**config.mk**
```make
export PLATFORM = sky130hd
export DESIGN_NAME = first_fit_pool_allocator_core_flat
export DESIGN_NICKNAME = d
export VERILOG_FILES = /design/src/hw/rtl/ffpa_pkg.sv /design/src/hw/rtl/ffpa_if.sv /design/src/hw/rtl/first_fit_pool_allocator_core.sv /design/src/hw/rtl/ffpa_cell.sv /design/src/flat_wrapper.sv
export SDC_FILE = /design/constraint.sdc
export NUM_CORES = 2
export LEC_CHECK = 0
export BUFFER_PORTS_ARGS = -buffer_cell sky130_fd_sc_hd__buf_4
export CAP_MARGIN = 5
export CORE_MARGIN = 3
export CORE_UTILIZATION = 35
export DETAILED_ROUTE_END_ITERATION = 8
export PLACE_DENSITY = 0.5
export SYNTH_ARGS = -nofsm -noshare
export SYNTH_HDL_FRONTEND = slang
export SYNTH_SLANG_ARGS = --single-unit
```
**constraint.sdc**
```tcl
create_clock -name clk -period 5.2 [get_ports clk]
set_clock_uncertainty 0.1 [all_clocks]
set_input_delay 0.52 -clock clk [delete_from_list [all_inputs] [get_ports clk]]
set_output_delay 0.52 -clock clk [all_outputs]
set_load 0.02 [all_outputs]
```
**src/hw/rtl/ffpa_pkg.sv**
```systemverilog
// Shared types and constants for the first-fit pool allocator.
// No dependencies.
`default_nettype none
package ffpa_pkg;

  localparam int FFPA_POOL_BYTES    = 4096;
  localparam int FFPA_GRANULE_BYTES = 8;

  localparam int TYPE_W  = 2;
  localparam int BYTES_W = 13;
  localparam int OFFI_W  = 13;
  localparam int OFFO_W  = 12;
  localparam int STAT_W  = 3;

  localparam logic [TYPE_W-1:0] REQ_ALLOC  = 2'd0;
  localparam logic [TYPE_W-1:0] REQ_FREE   = 2'd1;
  localparam logic [TYPE_W-1:0] REQ_REINIT = 2'd2;

  localparam logic [STAT_W-1:0] ST_OK        = 3'd0;
  localparam logic [STAT_W-1:0] ST_BAD_SIZE  = 3'd1;
  localparam logic [STAT_W-1:0] ST_NO_FIT    = 3'd2;
  localparam logic [STAT_W-1:0] ST_RANGE     = 3'd3;
  localparam logic [STAT_W-1:0] ST_NOT_START = 3'd4;
  localparam logic [STAT_W-1:0] ST_DBL_FREE  = 3'd5;

  // per-granule marks held in each cell
  typedef struct packed {
    logic start;
    logic free;
  } gran_t;

endpackage
`default_nettype wire

```
**src/hw/rtl/ffpa_if.sv**
```systemverilog
// Valid/ready channel interfaces: request, result and config write.
// Depends on ffpa_pkg.
`default_nettype none
interface ffpa_req_if import ffpa_pkg::*; ();
  logic                valid;
  logic                ready;
  logic [TYPE_W-1:0]   req_type;
  logic [BYTES_W-1:0]  req_bytes;
  logic [OFFI_W-1:0]   free_offset;
  modport source (output valid, req_type, req_bytes, free_offset, input ready);
  modport sink   (input valid, req_type, req_bytes, free_offset, output ready);
endinterface

interface ffpa_rsp_if import ffpa_pkg::*; ();
  logic                valid;
  logic                ready;
  logic [STAT_W-1:0]   status;
  logic [OFFO_W-1:0]   block_offset;
  logic [BYTES_W-1:0]  block_bytes;
  modport source (output valid, status, block_offset, block_bytes, input ready);
  modport sink   (input valid, status, block_offset, block_bytes, output ready);
endinterface

interface ffpa_cfg_if import ffpa_pkg::*; ();
  logic                valid;
  logic                ready;
  logic [BYTES_W-1:0]  data;
  modport source (output valid, data, input ready);
  modport sink   (input valid, data, output ready);
endinterface
`default_nettype wire

```
**src/hw/rtl/first_fit_pool_allocator_core.sv**
```systemverilog
// First-fit pool allocator with coalescing, top level.
// Depends on ffpa_pkg, ffpa_if (interfaces) and ffpa_cell.
//
//  channel | dir | beat content                            | accept
//  in_ch   | in  | req_type, req_bytes, free_offset        | valid & ready
//  out_ch  | out | status, block_offset, block_bytes       | valid & ready
//  cfg_ch  | in  | data -> min_split_bytes                 | valid & ready (ready = 1)
//
// Sequence (accept to result beat): alloc and free make two laps of the cell ring
//   (read lap, close, decide, write lap), N = POOL_BYTES/GRANULE_BYTES granules
//   each, then load the result. No fit, not a block start and double free end
//   after the read lap. Reinit takes one write lap. Rejected sizes/offsets and
//   type 3 go straight to the result load. The next request is taken in the cycle
//   after the load. The ring shifts one granule per cycle past cell 0 in the laps.
// Reset: one free block starting at granule 0, min_split_bytes = 40.
// Stalls: a result waits in the output register; the next request is accepted
//   meanwhile and only stalls when its own result must be loaded.
// GRANULE_BYTES must be a power of two.
`default_nettype none
module first_fit_pool_allocator_core import ffpa_pkg::*; #(
  parameter int POOL_BYTES    = FFPA_POOL_BYTES,
  parameter int GRANULE_BYTES = FFPA_GRANULE_BYTES
) (
  input  wire logic   clk,
  input  wire logic   rst_n,
  ffpa_req_if.sink    in_ch,
  ffpa_rsp_if.source  out_ch,
  ffpa_cfg_if.sink    cfg_ch
);
  localparam int N        = POOL_BYTES / GRANULE_BYTES;
  localparam int GS       = $clog2(GRANULE_BYTES);
  localparam int IW       = $clog2(N);
  localparam int CW       = IW + 1;
  localparam int POOL_EFF = N * GRANULE_BYTES;

  typedef enum logic [2:0] {
    S_IDLE, S_SCAN, S_CLOSE, S_DECIDE, S_WRITE, S_RESP
  } state_t;

  state_t              state_r;
  logic [TYPE_W-1:0]   op_r;
  logic [BYTES_W-1:0]  need_r;
  logic [BYTES_W-1:0]  min_split_r;
  logic [IW-1:0]       cnt_r;
  logic [CW-1:0]       goff_r;      // granule of block to free
  logic                found_r;
  logic [CW-1:0]       fg_r;        // chosen block start (alloc)
  logic [CW-1:0]       fe_r;        // block end
  logic [CW-1:0]       cur_g_r;
  logic                cur_free_r;
  logic                prevfree_r;
  logic                sg_r;        // start mark at freed granule
  logic                fgb_r;       // free mark at freed granule
  logic                efound_r;
  logic                nextfree_r;
  logic                split_r;
  logic [CW-1:0]       wend_r;
  logic [STAT_W-1:0]   res_st_r;
  logic [OFFO_W-1:0]   res_off_r;
  logic [BYTES_W-1:0]  res_bytes_r;
  logic                out_valid_r;
  logic [STAT_W-1:0]   out_st_r;
  logic [OFFO_W-1:0]   out_off_r;
  logic [BYTES_W-1:0]  out_bytes_r;

  // ---- cell ring: cell 0 shows granule cnt_r, head feeds cell N-1 ----
  gran_t chain_q [N];
  gran_t head_d;
  logic  shift_en;

  assign shift_en = (state_r == S_SCAN) || (state_r == S_WRITE);

  genvar k;
  generate
    for (k = 0; k < N; k++) begin : g_cell
      if (k == N - 1) begin : g_last
        ffpa_cell #(.INIT_START(k == 0)) u_cell (
          .clk(clk), .rst_n(rst_n), .shift_en(shift_en), .d(head_d), .q(chain_q[k])
        );
      end else begin : g_mid
        ffpa_cell #(.INIT_START(k == 0)) u_cell (
          .clk(clk), .rst_n(rst_n), .shift_en(shift_en), .d(chain_q[k+1]),
          .q(chain_q[k])
        );
      end
    end
  endgenerate

  gran_t       tap;
  logic [CW-1:0] idx;       // granule index at the tap, N in the close step
  logic        boundary;
  logic        fit_hit;
  logic [CW-1:0] need_c;
  logic [CW-1:0] rem_g;
  logic        split_c;
  logic        in_acc;

  assign tap    = chain_q[0];
  assign idx    = (state_r == S_CLOSE) ? CW'(N) : {1'b0, cnt_r};
  assign need_c = need_r[CW-1:0];
  assign in_acc = in_ch.valid && in_ch.ready;

  // alloc: close the running block at a boundary and test the fit
  always_comb begin
    boundary = (state_r == S_CLOSE) || tap.start || (cnt_r == '0);
    fit_hit  = boundary && (idx != '0) && !found_r && cur_free_r &&
               (32'(idx - cur_g_r) >= 32'(need_r));
  end

  // split decision from the chosen block
  always_comb begin
    rem_g   = fe_r - fg_r - need_c;
    split_c = (rem_g != '0) && ((32'(rem_g) << GS) >= 32'(min_split_r));
  end

  // write-lap rewrite of the granule leaving cell 0
  always_comb begin
    head_d = tap;
    if (state_r == S_WRITE) begin
      case (op_r)
        REQ_ALLOC: begin
          if (idx >= fg_r && idx < wend_r) head_d.free = 1'b0;
          if (split_r && idx == wend_r) head_d.start = 1'b1;
        end
        REQ_FREE: begin
          if (idx >= goff_r && idx < fe_r) head_d.free = 1'b1;
          if (idx == goff_r && goff_r != '0 && prevfree_r) head_d.start = 1'b0;
          if (idx == fe_r && nextfree_r) head_d.start = 1'b0;
        end
        default: begin
          head_d.start = (idx == '0);
          head_d.free  = 1'b1;
        end
      endcase
    end
  end

  assign in_ch.ready  = (state_r == S_IDLE);
  assign cfg_ch.ready = 1'b1;

  always_ff @(posedge clk) begin
    if (!rst_n) begin
      state_r     <= S_IDLE;
      out_valid_r <= 1'b0;
      min_split_r <= BYTES_W'(40);
      cnt_r       <= '0;
    end else begin
      if (cfg_ch.valid) min_split_r <= cfg_ch.data;
      // the load in S_RESP owns out_valid_r in that state
      if (out_valid_r && out_ch.ready && state_r != S_RESP) out_valid_r <= 1'b0;

      unique case (state_r)
        S_IDLE: begin
          if (in_acc) begin
            op_r        <= in_ch.req_type;
            cnt_r       <= '0;
            res_st_r    <= ST_OK;
            res_off_r   <= '0;
            res_bytes_r <= '0;
            case (in_ch.req_type)
              REQ_ALLOC: begin
                if (in_ch.req_bytes == '0 ||
                    (in_ch.req_bytes & BYTES_W'(GRANULE_BYTES - 1)) != '0) begin
                  res_st_r <= ST_BAD_SIZE;
                  state_r  <= S_RESP;
                end else begin
                  need_r     <= in_ch.req_bytes >> GS;
                  found_r    <= 1'b0;
                  cur_g_r    <= '0;
                  cur_free_r <= 1'b0;
                  state_r    <= S_SCAN;
                end
              end
              REQ_FREE: begin
                if (32'(in_ch.free_offset) >= 32'(POOL_EFF)) begin
                  res_st_r <= ST_RANGE;
                  state_r  <= S_RESP;
                end else if ((in_ch.free_offset & OFFI_W'(GRANULE_BYTES - 1)) != '0) begin
                  res_st_r <= ST_NOT_START;
                  state_r  <= S_RESP;
                end else begin
                  goff_r     <= CW'(in_ch.free_offset >> GS);
                  prevfree_r <= 1'b0;
                  efound_r   <= 1'b0;
                  fe_r       <= CW'(N);
                  nextfree_r <= 1'b0;
                  state_r    <= S_SCAN;
                end
              end
              REQ_REINIT: begin
                res_bytes_r <= BYTES_W'(POOL_EFF);
                state_r     <= S_WRITE;
              end
              default: state_r <= S_RESP;
            endcase
          end
        end

        S_SCAN, S_CLOSE: begin
          if (op_r == REQ_ALLOC) begin
            if (fit_hit) begin
              found_r <= 1'b1;
              fg_r    <= cur_g_r;
              fe_r    <= idx;
            end
            if (boundary) begin
              cur_g_r    <= idx;
              cur_free_r <= tap.free;
            end
          end else begin
            if (idx + CW'(1) == goff_r) prevfree_r <= tap.free;
            if (idx == goff_r) begin
              sg_r  <= tap.start;
              fgb_r <= tap.free;
            end
            if (idx > goff_r && !efound_r && tap.start && state_r == S_SCAN) begin
              efound_r   <= 1'b1;
              fe_r       <= idx;
              nextfree_r <= tap.free;
            end
          end
          if (state_r == S_CLOSE) begin
            state_r <= S_DECIDE;
          end else begin
            cnt_r <= cnt_r + IW'(1);
            if (cnt_r == IW'(N - 1)) state_r <= S_CLOSE;
          end
        end

        S_DECIDE: begin
          cnt_r <= '0;
          if (op_r == REQ_ALLOC) begin
            if (!found_r) begin
              res_st_r <= ST_NO_FIT;
              state_r  <= S_RESP;
            end else begin
              split_r     <= split_c;
              wend_r      <= split_c ? fg_r + need_c : fe_r;
              res_off_r   <= OFFO_W'(32'(fg_r) << GS);
              res_bytes_r <= BYTES_W'(32'(split_c ? need_c : fe_r - fg_r) << GS);
              state_r     <= S_WRITE;
            end
          end else begin
            if (!sg_r) begin
              res_st_r <= ST_NOT_START;
              state_r  <= S_RESP;
            end else if (fgb_r) begin
              res_st_r <= ST_DBL_FREE;
              state_r  <= S_RESP;
            end else begin
              res_off_r   <= OFFO_W'(32'(goff_r) << GS);
              res_bytes_r <= BYTES_W'(32'(fe_r - goff_r) << GS);
              state_r     <= S_WRITE;
            end
          end
        end

        S_WRITE: begin
          cnt_r <= cnt_r + IW'(1);
          if (cnt_r == IW'(N - 1)) state_r <= S_RESP;
        end

        S_RESP: begin
          if (!out_valid_r || out_ch.ready) begin
            out_valid_r <= 1'b1;
            out_st_r    <= res_st_r;
            out_off_r   <= res_off_r;
            out_bytes_r <= res_bytes_r;
            state_r     <= S_IDLE;
          end
        end

        default: state_r <= S_IDLE;
      endcase
    end
  end

  assign out_ch.valid        = out_valid_r;
  assign out_ch.status       = out_st_r;
  assign out_ch.block_offset = out_off_r;
  assign out_ch.block_bytes  = out_bytes_r;
endmodule
`default_nettype wire

```
**src/hw/rtl/ffpa_cell.sv**
```systemverilog
// One granule cell of the mark ring: holds start/free, shifts to neighbor.
// Depends on ffpa_pkg.
`default_nettype none
module ffpa_cell import ffpa_pkg::*; #(
  parameter bit INIT_START = 1'b0
) (
  input  wire logic  clk,
  input  wire logic  rst_n,
  input  wire logic  shift_en,
  input  wire gran_t d,
  output gran_t      q
);
  gran_t q_r;

  always_ff @(posedge clk) begin
    if (!rst_n) begin
      q_r <= '{start: INIT_START, free: 1'b1};
    end else if (shift_en) begin
      q_r <= d;
    end
  end

  assign q = q_r;
endmodule
`default_nettype wire

```
**src/flat_wrapper.sv**
```systemverilog
// flat-port wrapper written by rule: the top's interface ports become plain ports
module first_fit_pool_allocator_core_flat import ffpa_pkg::*;
#(
  parameter int POOL_BYTES    = FFPA_POOL_BYTES,
  parameter int GRANULE_BYTES = FFPA_GRANULE_BYTES
)
  (clk, rst_n, in_ch_valid, in_ch_req_type, in_ch_req_bytes, in_ch_free_offset, in_ch_ready, out_ch_valid, out_ch_status, out_ch_block_offset, out_ch_block_bytes, out_ch_ready, cfg_ch_valid, cfg_ch_data, cfg_ch_ready);
  ffpa_req_if in_ch_i ();
  ffpa_rsp_if out_ch_i ();
  ffpa_cfg_if cfg_ch_i ();
  input  wire logic clk;
  input  wire logic rst_n;
  input wire logic [$bits(in_ch_i.valid)-1:0] in_ch_valid;
  input wire logic [$bits(in_ch_i.req_type)-1:0] in_ch_req_type;
  input wire logic [$bits(in_ch_i.req_bytes)-1:0] in_ch_req_bytes;
  input wire logic [$bits(in_ch_i.free_offset)-1:0] in_ch_free_offset;
  output wire logic [$bits(in_ch_i.ready)-1:0] in_ch_ready;
  output wire logic [$bits(out_ch_i.valid)-1:0] out_ch_valid;
  output wire logic [$bits(out_ch_i.status)-1:0] out_ch_status;
  output wire logic [$bits(out_ch_i.block_offset)-1:0] out_ch_block_offset;
  output wire logic [$bits(out_ch_i.block_bytes)-1:0] out_ch_block_bytes;
  input wire logic [$bits(out_ch_i.ready)-1:0] out_ch_ready;
  input wire logic [$bits(cfg_ch_i.valid)-1:0] cfg_ch_valid;
  input wire logic [$bits(cfg_ch_i.data)-1:0] cfg_ch_data;
  output wire logic [$bits(cfg_ch_i.ready)-1:0] cfg_ch_ready;
  assign in_ch_i.valid = in_ch_valid;
  assign in_ch_i.req_type = in_ch_req_type;
  assign in_ch_i.req_bytes = in_ch_req_bytes;
  assign in_ch_i.free_offset = in_ch_free_offset;
  assign in_ch_ready = in_ch_i.ready;
  assign out_ch_valid = out_ch_i.valid;
  assign out_ch_status = out_ch_i.status;
  assign out_ch_block_offset = out_ch_i.block_offset;
  assign out_ch_block_bytes = out_ch_i.block_bytes;
  assign out_ch_i.ready = out_ch_ready;
  assign cfg_ch_i.valid = cfg_ch_valid;
  assign cfg_ch_i.data = cfg_ch_data;
  assign cfg_ch_ready = cfg_ch_i.ready;
  first_fit_pool_allocator_core #(.POOL_BYTES(POOL_BYTES), .GRANULE_BYTES(GRANULE_BYTES)) u_core (.clk(clk), .rst_n(rst_n), .in_ch(in_ch_i), .out_ch(out_ch_i), .cfg_ch(cfg_ch_i));
endmodule
```
---- Yosys cells after proc, flatten, opt, wreduce, memory -nomap -nowiden ----
Cells that the tools add are included.
word-level totals
  register bits ........................... 1,176
  input port bits ......................... 46
  output and inout port bits .............. 31
  logic and storage cells ................. 1,251
operators by class
  add/subtract/negate cells ............... 8
  magnitude comparators ................... 8
  eq/ne operators ......................... 37
  mux-type cells .......................... 89
  bitwise operators ....................... 4
  reductions and logical operators ........ 56
operators by type and width
  cell                                                            number
  10-bit 2-to-1 mux                                               15
  13-bit 2-to-1 mux                                               6
  12-bit 2-to-1 mux                                               5
  3-bit 2-to-1 mux                                                17
  10-bit == test                                                  4
  10-bit case mux with 2 select lines                             2
  10-bit subtractor                                               4
  9-bit case mux with 4 select lines                              1
  32-bit by 10-bit greater-or-equal comparator with 1-bit output  1
  10-bit nonzero test                                             3
  1-bit 2-to-1 mux                                                28
  13-bit case mux with 2 select lines                             1
  13-bit nonzero test                                             2
  12-bit case mux with 2 select lines                             1
  8-bit AND reduction                                             3
  10-bit greater-or-equal comparator                              2
  10-bit < comparator                                             2
  9-bit 2-to-1 mux                                                2
  2-bit != test, second input constant                            9
  1-bit logical AND                                               17
  4-bit AND reduction                                             4
  3-bit case mux with 5 select lines                              1
  7-bit AND reduction                                             2
  13-bit greater-or-equal comparator                              1
  other kinds (36)                                                69

---- Logic depth before layout (Yosys ltp) ----
  depth after elaboration ................. 10
  gate-level depth with buffers ........... 20
  mapped depth without buffers ............ 19

---- Modules after synthesis ----
Synthesis repeated with hierarchy kept, for this count alone.
unflattened totals
  cell total of the unflattened synthesis .. 4,033
  area, all modules ....................... 45,474.9 um^2
modules (own cells, without submodules)
  module                                            instances  cells each  area each (um^2)  seq. area each (um^2)
  ffpa_cell at u_core.g_cell[100].g_mid.u_cell ...  511        6           70.1              40.0
  first_fit_pool_allocator_core                     1          961         9,603.0           3,943.8
  ffpa_cell at u_core.g_cell[0].g_mid.u_cell        1          6           67.6              40.0

---- Least setup slack after synthesis ----
No wires, ideal clock.
  path type ............................... register to register
  from .................................... register u_core.state_r[1]
  to ...................................... register u_core.fg_r[0] (enable)
  setup time .............................. 0.390 ns
  arrival time ............................ 4.121 ns
  data required time ...................... 4.710 ns
  path slack .............................. 0.589 ns
  stages on the path, launching flop included .. 21
  path buffers ............................ 1
  period minus slack after synthesis ...... 4.611 ns
  cell sequence ........................... dfxtp_1 -> or3b_1 -> clkbuf_1 -> inv_2 -> nor2_1 -> inv_1 -> fa_1 -> nor2b_1 -> o21ai_1 -> a21boi_1 -> o21ai_1 -> a21boi_1 -> o21a_1 -> nor2_1 -> xnor2_1 -> ha_1 -> o211a_1 -> nand2_1 -> o21ai_0 -> a21oi_1 -> nor3_1
on the way
  longest elaborated chain between the ends .. 8
  elaborated cells between the ends (all ways) .. 14
  classes of those cells .................. add/sub: 1; order compare: 1; eq/ne: 2; mux: 1; reduce/logical: 9
RTL lines
  what                                                                                                                    RTL line                              source
  start, declared                                                                                                         first_fit_pool_allocator_core.sv:40   state_t state_r;
  start signal, assigned                                                                                                  first_fit_pool_allocator_core.sv:143  state_r <= S_IDLE;
  start signal, assigned                                                                                                  first_fit_pool_allocator_core.sv:165  state_r <= S_RESP;
  start signal, assigned                                                                                                  first_fit_pool_allocator_core.sv:171  state_r <= S_SCAN;
  3-bit by 2-bit == test with 1-bit output (*)                                                                            first_fit_pool_allocator_core.sv:99   assign idx = (state_r == S_CLOSE) ? CW'(N) : {1'b0, cnt_r};
  10-bit 2-to-1 mux (*)                                                                                                   first_fit_pool_allocator_core.sv:99
  net u_core.idx[9]                                                                                                       first_fit_pool_allocator_core.sv:90   logic [CW-1:0] idx;
  parallel branches: the longest is 4 deep, another holds 32-bit by 10-bit greater-or-equal comparator with 1-bit output  n/a
  1-bit logical AND (*)                                                                                                   first_fit_pool_allocator_core.sv:106  fit_hit = boundary && (idx != '0) && !found_r && cur_free_r &&
  4-bit AND reduction (no line) (*)                                                                                       n/a
  end signal, assigned                                                                                                    first_fit_pool_allocator_core.sv:203  fg_r <= cur_g_r;
  end, declared                                                                                                           first_fit_pool_allocator_core.sv:47   logic [CW-1:0] fg_r;
Mark *: on every way through the listed nets, which the timed path passes.
A chain may end at the register's enable or synchronous reset.

---- Worst setup path after layout ----
  from .................................... register u_core.state_r[1]
  to ...................................... register u_core.fe_r[8] (enable)
on the way
  longest elaborated chain between the ends .. 9
  elaborated cells between the ends (all ways) .. 27
  classes of those cells .................. add/sub: 1; order compare: 2; eq/ne: 8; mux: 1; reduce/logical: 15
RTL lines
  what                                                                                                                    RTL line                              source
  3-bit by 2-bit == test with 1-bit output (*)                                                                            first_fit_pool_allocator_core.sv:99
  10-bit 2-to-1 mux (*)                                                                                                   first_fit_pool_allocator_core.sv:99
  net u_core.idx[9]                                                                                                       first_fit_pool_allocator_core.sv:90
  parallel branches: the longest is 6 deep, another holds 32-bit by 10-bit greater-or-equal comparator with 1-bit output  n/a
  8-bit AND reduction (no line) (*)                                                                                       n/a
  end signal, assigned                                                                                                    first_fit_pool_allocator_core.sv:185  fe_r <= CW'(N);
  end signal, assigned                                                                                                    first_fit_pool_allocator_core.sv:204  fe_r <= idx;
  end signal, assigned                                                                                                    first_fit_pool_allocator_core.sv:218  fe_r <= idx;
  end, declared                                                                                                           first_fit_pool_allocator_core.sv:48   logic [CW-1:0] fe_r;
Marked as above.

==> summary.md <==
| Metric | Value |
|---|---|
| Vias in the first global route | `31232` |
| Seq/Total Area, Yosys | `53.66%` |
| I/O pin count | `77` |
| Class of the worst hold path | `primary input to flop` |
| Clock insertion delay at the later pin of the skew report | `0.74 ns` |
| Dpl ws | `0.2241 ns` |
| Site Rows | `131` |
| IO Port Bufs | `69` |
| Via density | `4.732` |
| Flops & latches, synth | `1164` |
| Post-DRT Antenna Nets | `0` |
| Worst Min Path Start | `cfg_ch_valid` |
| Layout Area Growth over Synthesis | `14.35%` |
| Crit path from | `u_core.state_r[1]$_SDFFE_PN0P_` |
| Rel. slew slack | `25.81%` |
| Leakage | `0.02121 µW` |
| Pwr dens | `598.2 nW/µm²` |
| Status | `complete, no violations` |
| DRT iter0 DRCs | `2830` |
| Arrival @ worst endpoint | `5.04 ns` |
| Antenna Cells | `0` |
| Maxcap violations | `0` |
| F_max | `208.9 MHz` |
| Post-DR wirelength/cell | `13.06 µm` |
| Placed Area | `47310 µm²` |
| Total gr overflow | `0` |
| Int Pwr | `19390 µW` |
| Fin. max-slew vios | `0` |
| Post-synth top area cell | `dfxtp_1` |
| Final nets | `5478` |
| Reg power frac | `35.4%` |
| Post-Syn Instances | `5405` |
| Die Height | `366.8 µm` |
| Count leader, synth | `nand2_1` |
| Main combinational cell family by area after synthesis | `simple AND/OR/NAND/NOR gates` |
| Simple-gate share of the synthesized area | `25.63%` |
| Crit Path Category | `flop to flop` |
| First-pass GRT wire length | `157200 µm` |
| Finish-stage setup viols | `0` |
| Netlist area before placement | `45550 µm²` |
| Worst setup EP type | `flop` |
| H-Tree Depth | `4` |
| Actual slew at the worst max-slew pin | `1.109 ns` |
| Post-synth top area share | `46.14%` |
| Reg clk slew, reported paths | `0.07 ns` |
| Maximum VDD drop | `1.104 mV` |
| Worst r2r src | `u_core.state_r[1]$_SDFFE_PN0P_` |
| Worst reg-to-reg setup slack | `0.41 ns` |
| Startpoint types | `flop` |
| Compound-cell area share of the yosys netlist | `11.38%` |
| Pre-Repair DR Iteration Count | `5` |
| Fin util | `40.59%` |
| Post-layout worst setup margin | `0.4127 ns` |
| Post-synthesis adder-cell area fraction | `3.801%` |
| Switching pwr | `11770 µW` |
| Core area | `128300 µm²` |
| Starting Density | `35.50%` |
| Number of synthesized flops with an enable pin | `114` |
| Fraction of registers with async set/reset | `0%` |
| Drt drc | `0` |
| Top post-synthesis cells by area | `dfxtp_1, nand2_1, a21boi_1` |
| CTS sink count | `1164` |
| Share of post-route cells with drive strength above 1 | `6.047%` |
| Num CTS Buffers | `132` |
| GP Congestion | `0.8538` |
| Unrepaired setup endpoints after global routing | `no` |
| Clk pwr share | `30.1%` |
| Yosys Warn Count | `0` |
| Clock root buffer | `clkbuf_16` |
| CTS max path bufs | `3` |
| Full die area | `134500 µm²` |
| Clock period minus worst slack | `4.787 ns` |
| Die W | `366.8 µm` |
| Via count | `33771` |
| Hpwl dp | `51990 µm` |
| CP max FO | `11` |
| Avg Inst Size Synth | `8.428 µm²` |
| Pin count of the biggest net entering global routing | `249` |
| TritonCTS clock tree | `built` |
| WHS | `0.08881 ns` |
| Unique masters post-synth | `71` |
| Period utilization | `92.06%` |
| Wirelength, routed | `93220 µm` |
| Combinational Power Share | `34.5%` |
| Prevailing post-synth register cell | `dfxtp_1` |
| Setup_tns | `0 ns` |
| Mux share of post-synthesis cell area | `0.3351%` |
| Final instance area | `52090 µm²` |
| Switching part of the total | `37.77%` |
| Endpoints failing hold | `0` |
| WP data required | `5.46 ns` |
| Synth cell count leaders | `nand2_1, dfxtp_1, nand3_1` |
| Post-CTS setup buffers | `0` |
| Total track usage | `13.67%` |
| XOR/XNOR share of the synthesized area | `1.077%` |
| Antenna violations before repair | `0` |
## critical path: stages, from the launching register on
cell	delay, ns
dfxtp_1	0.30
or3b_1	0.39
inv_2	0.08
nor2_2	0.22
inv_1	0.13
fa_1	0.45
nor2b_1	0.15
o21ai_1	0.09
a21boi_1	0.21
o21ai_1	0.11
a21boi_1	0.27
o21a_1	0.15
nor2_1	0.05
xnor2_1	0.12
ha_1	0.30
o211a_1	0.16
nand2_1	0.05
o21ai_0	0.28
and4_1	0.23
o31a_1	0.55
## power groups by stage
stage	Sequential, µW	Clock, µW	Combinational, µW
2_1_floorplan	11100	0	8770
3_3_place_gp	11200	0	10900
3_5_place_dp	11200	0	11000
4_1_cts	11000	9770	11100
5_1_grt	11200	10100	12600
6_report	11000	9380	10800
## worst paths after layout
check	to	depth (start not counted)
worst max register to register	u_core.fe_r[8]$_SDFFCE_PP0P_	19
worst max-delay path	u_core.fe_r[8]$_SDFFCE_PP0P_	19
worst min-delay path	u_core.min_split_r[5]$_SDFFE_PN1P_	2
worst min register to register	u_core.out_ch.block_offset[6]$_DFFE_PP_	0
## sequential cells by signal, summed over array words and instances (netlist names), 10 cells and up
signal / cells
u_core.res_bytes_r: 10
u_core.g_cell.g_mid.u_cell.q: 1022
u_core.cur_g_r: 10
u_core.goff_r: 10
u_core.out_ch.block_bytes: 10
u_core.need_r: 10
u_core.wend_r: 10
u_core.fg_r: 10
u_core.min_split_r: 13
u_core.fe_r: 10
## metal layers
layer	vias to the layer above	track usage, %	wire length, µm
met5	-	0	0
met4	0	5.032	2704
met3	162	3.088	3894
met2	424	21.15	41080
met1	15747	18.62	45530
li1	17438	-	-
## stage by stage
stage | std cells | power, µW
detailed placement | 6867 | 22220
global route | 7137 | 33870
floorplan | 5410 | 19850
finish | 7137 | 31160
CTS | 7137 | 31880
global placement | 6867 | 22130
## cell usage in the layout (no fill, tap or decap), types with 23 or more instances in the layout
cell,n
xor2_1,23
nor2b_1,25
dlygate4sd3_1,35
xnor2_1,33
clkbuf_8,29
nand2_1,2118
inv_1,100
dfxtp_1,1050
clkbuf_16,136
a21oi_1,57
buf_4,90
nor2_1,49
a21boi_1,519
clkbuf_1,31
ha_1,112
o21ai_1,26
edfxtp_1,114
nand3_1,527
## area by class of cell
cell class | instances | area (µm²)
inverters | 106 | 397.9
multi-input cells | 3761 | 19300
clock buffers | 196 | 3919
repair buffers | 142 | 1361
fillers | 12905 | 76250
flip-flops and latches | 1164 | 24440
clock inverters | 39 | 513.0
well taps | 1729 | 2163
## cells by family after synthesis
kind of cell / after synthesis
XOR/XNOR: 56
multiplexers: 15
AND/OR/NAND/NOR: 2835
other: 2
adder cells (fa/ha/maj): 132
AO/OA/AOI/OAI: 716
flip-flops: 1164
buffers and inverters: 485
## timing repair
item	in CTS	in global routing
endpoints found under the hold margin	36	0
hold buffers	35	0
endpoints found under the setup margin	0	10
resized for setup	0	1
(Power assumes the default switching activity.)
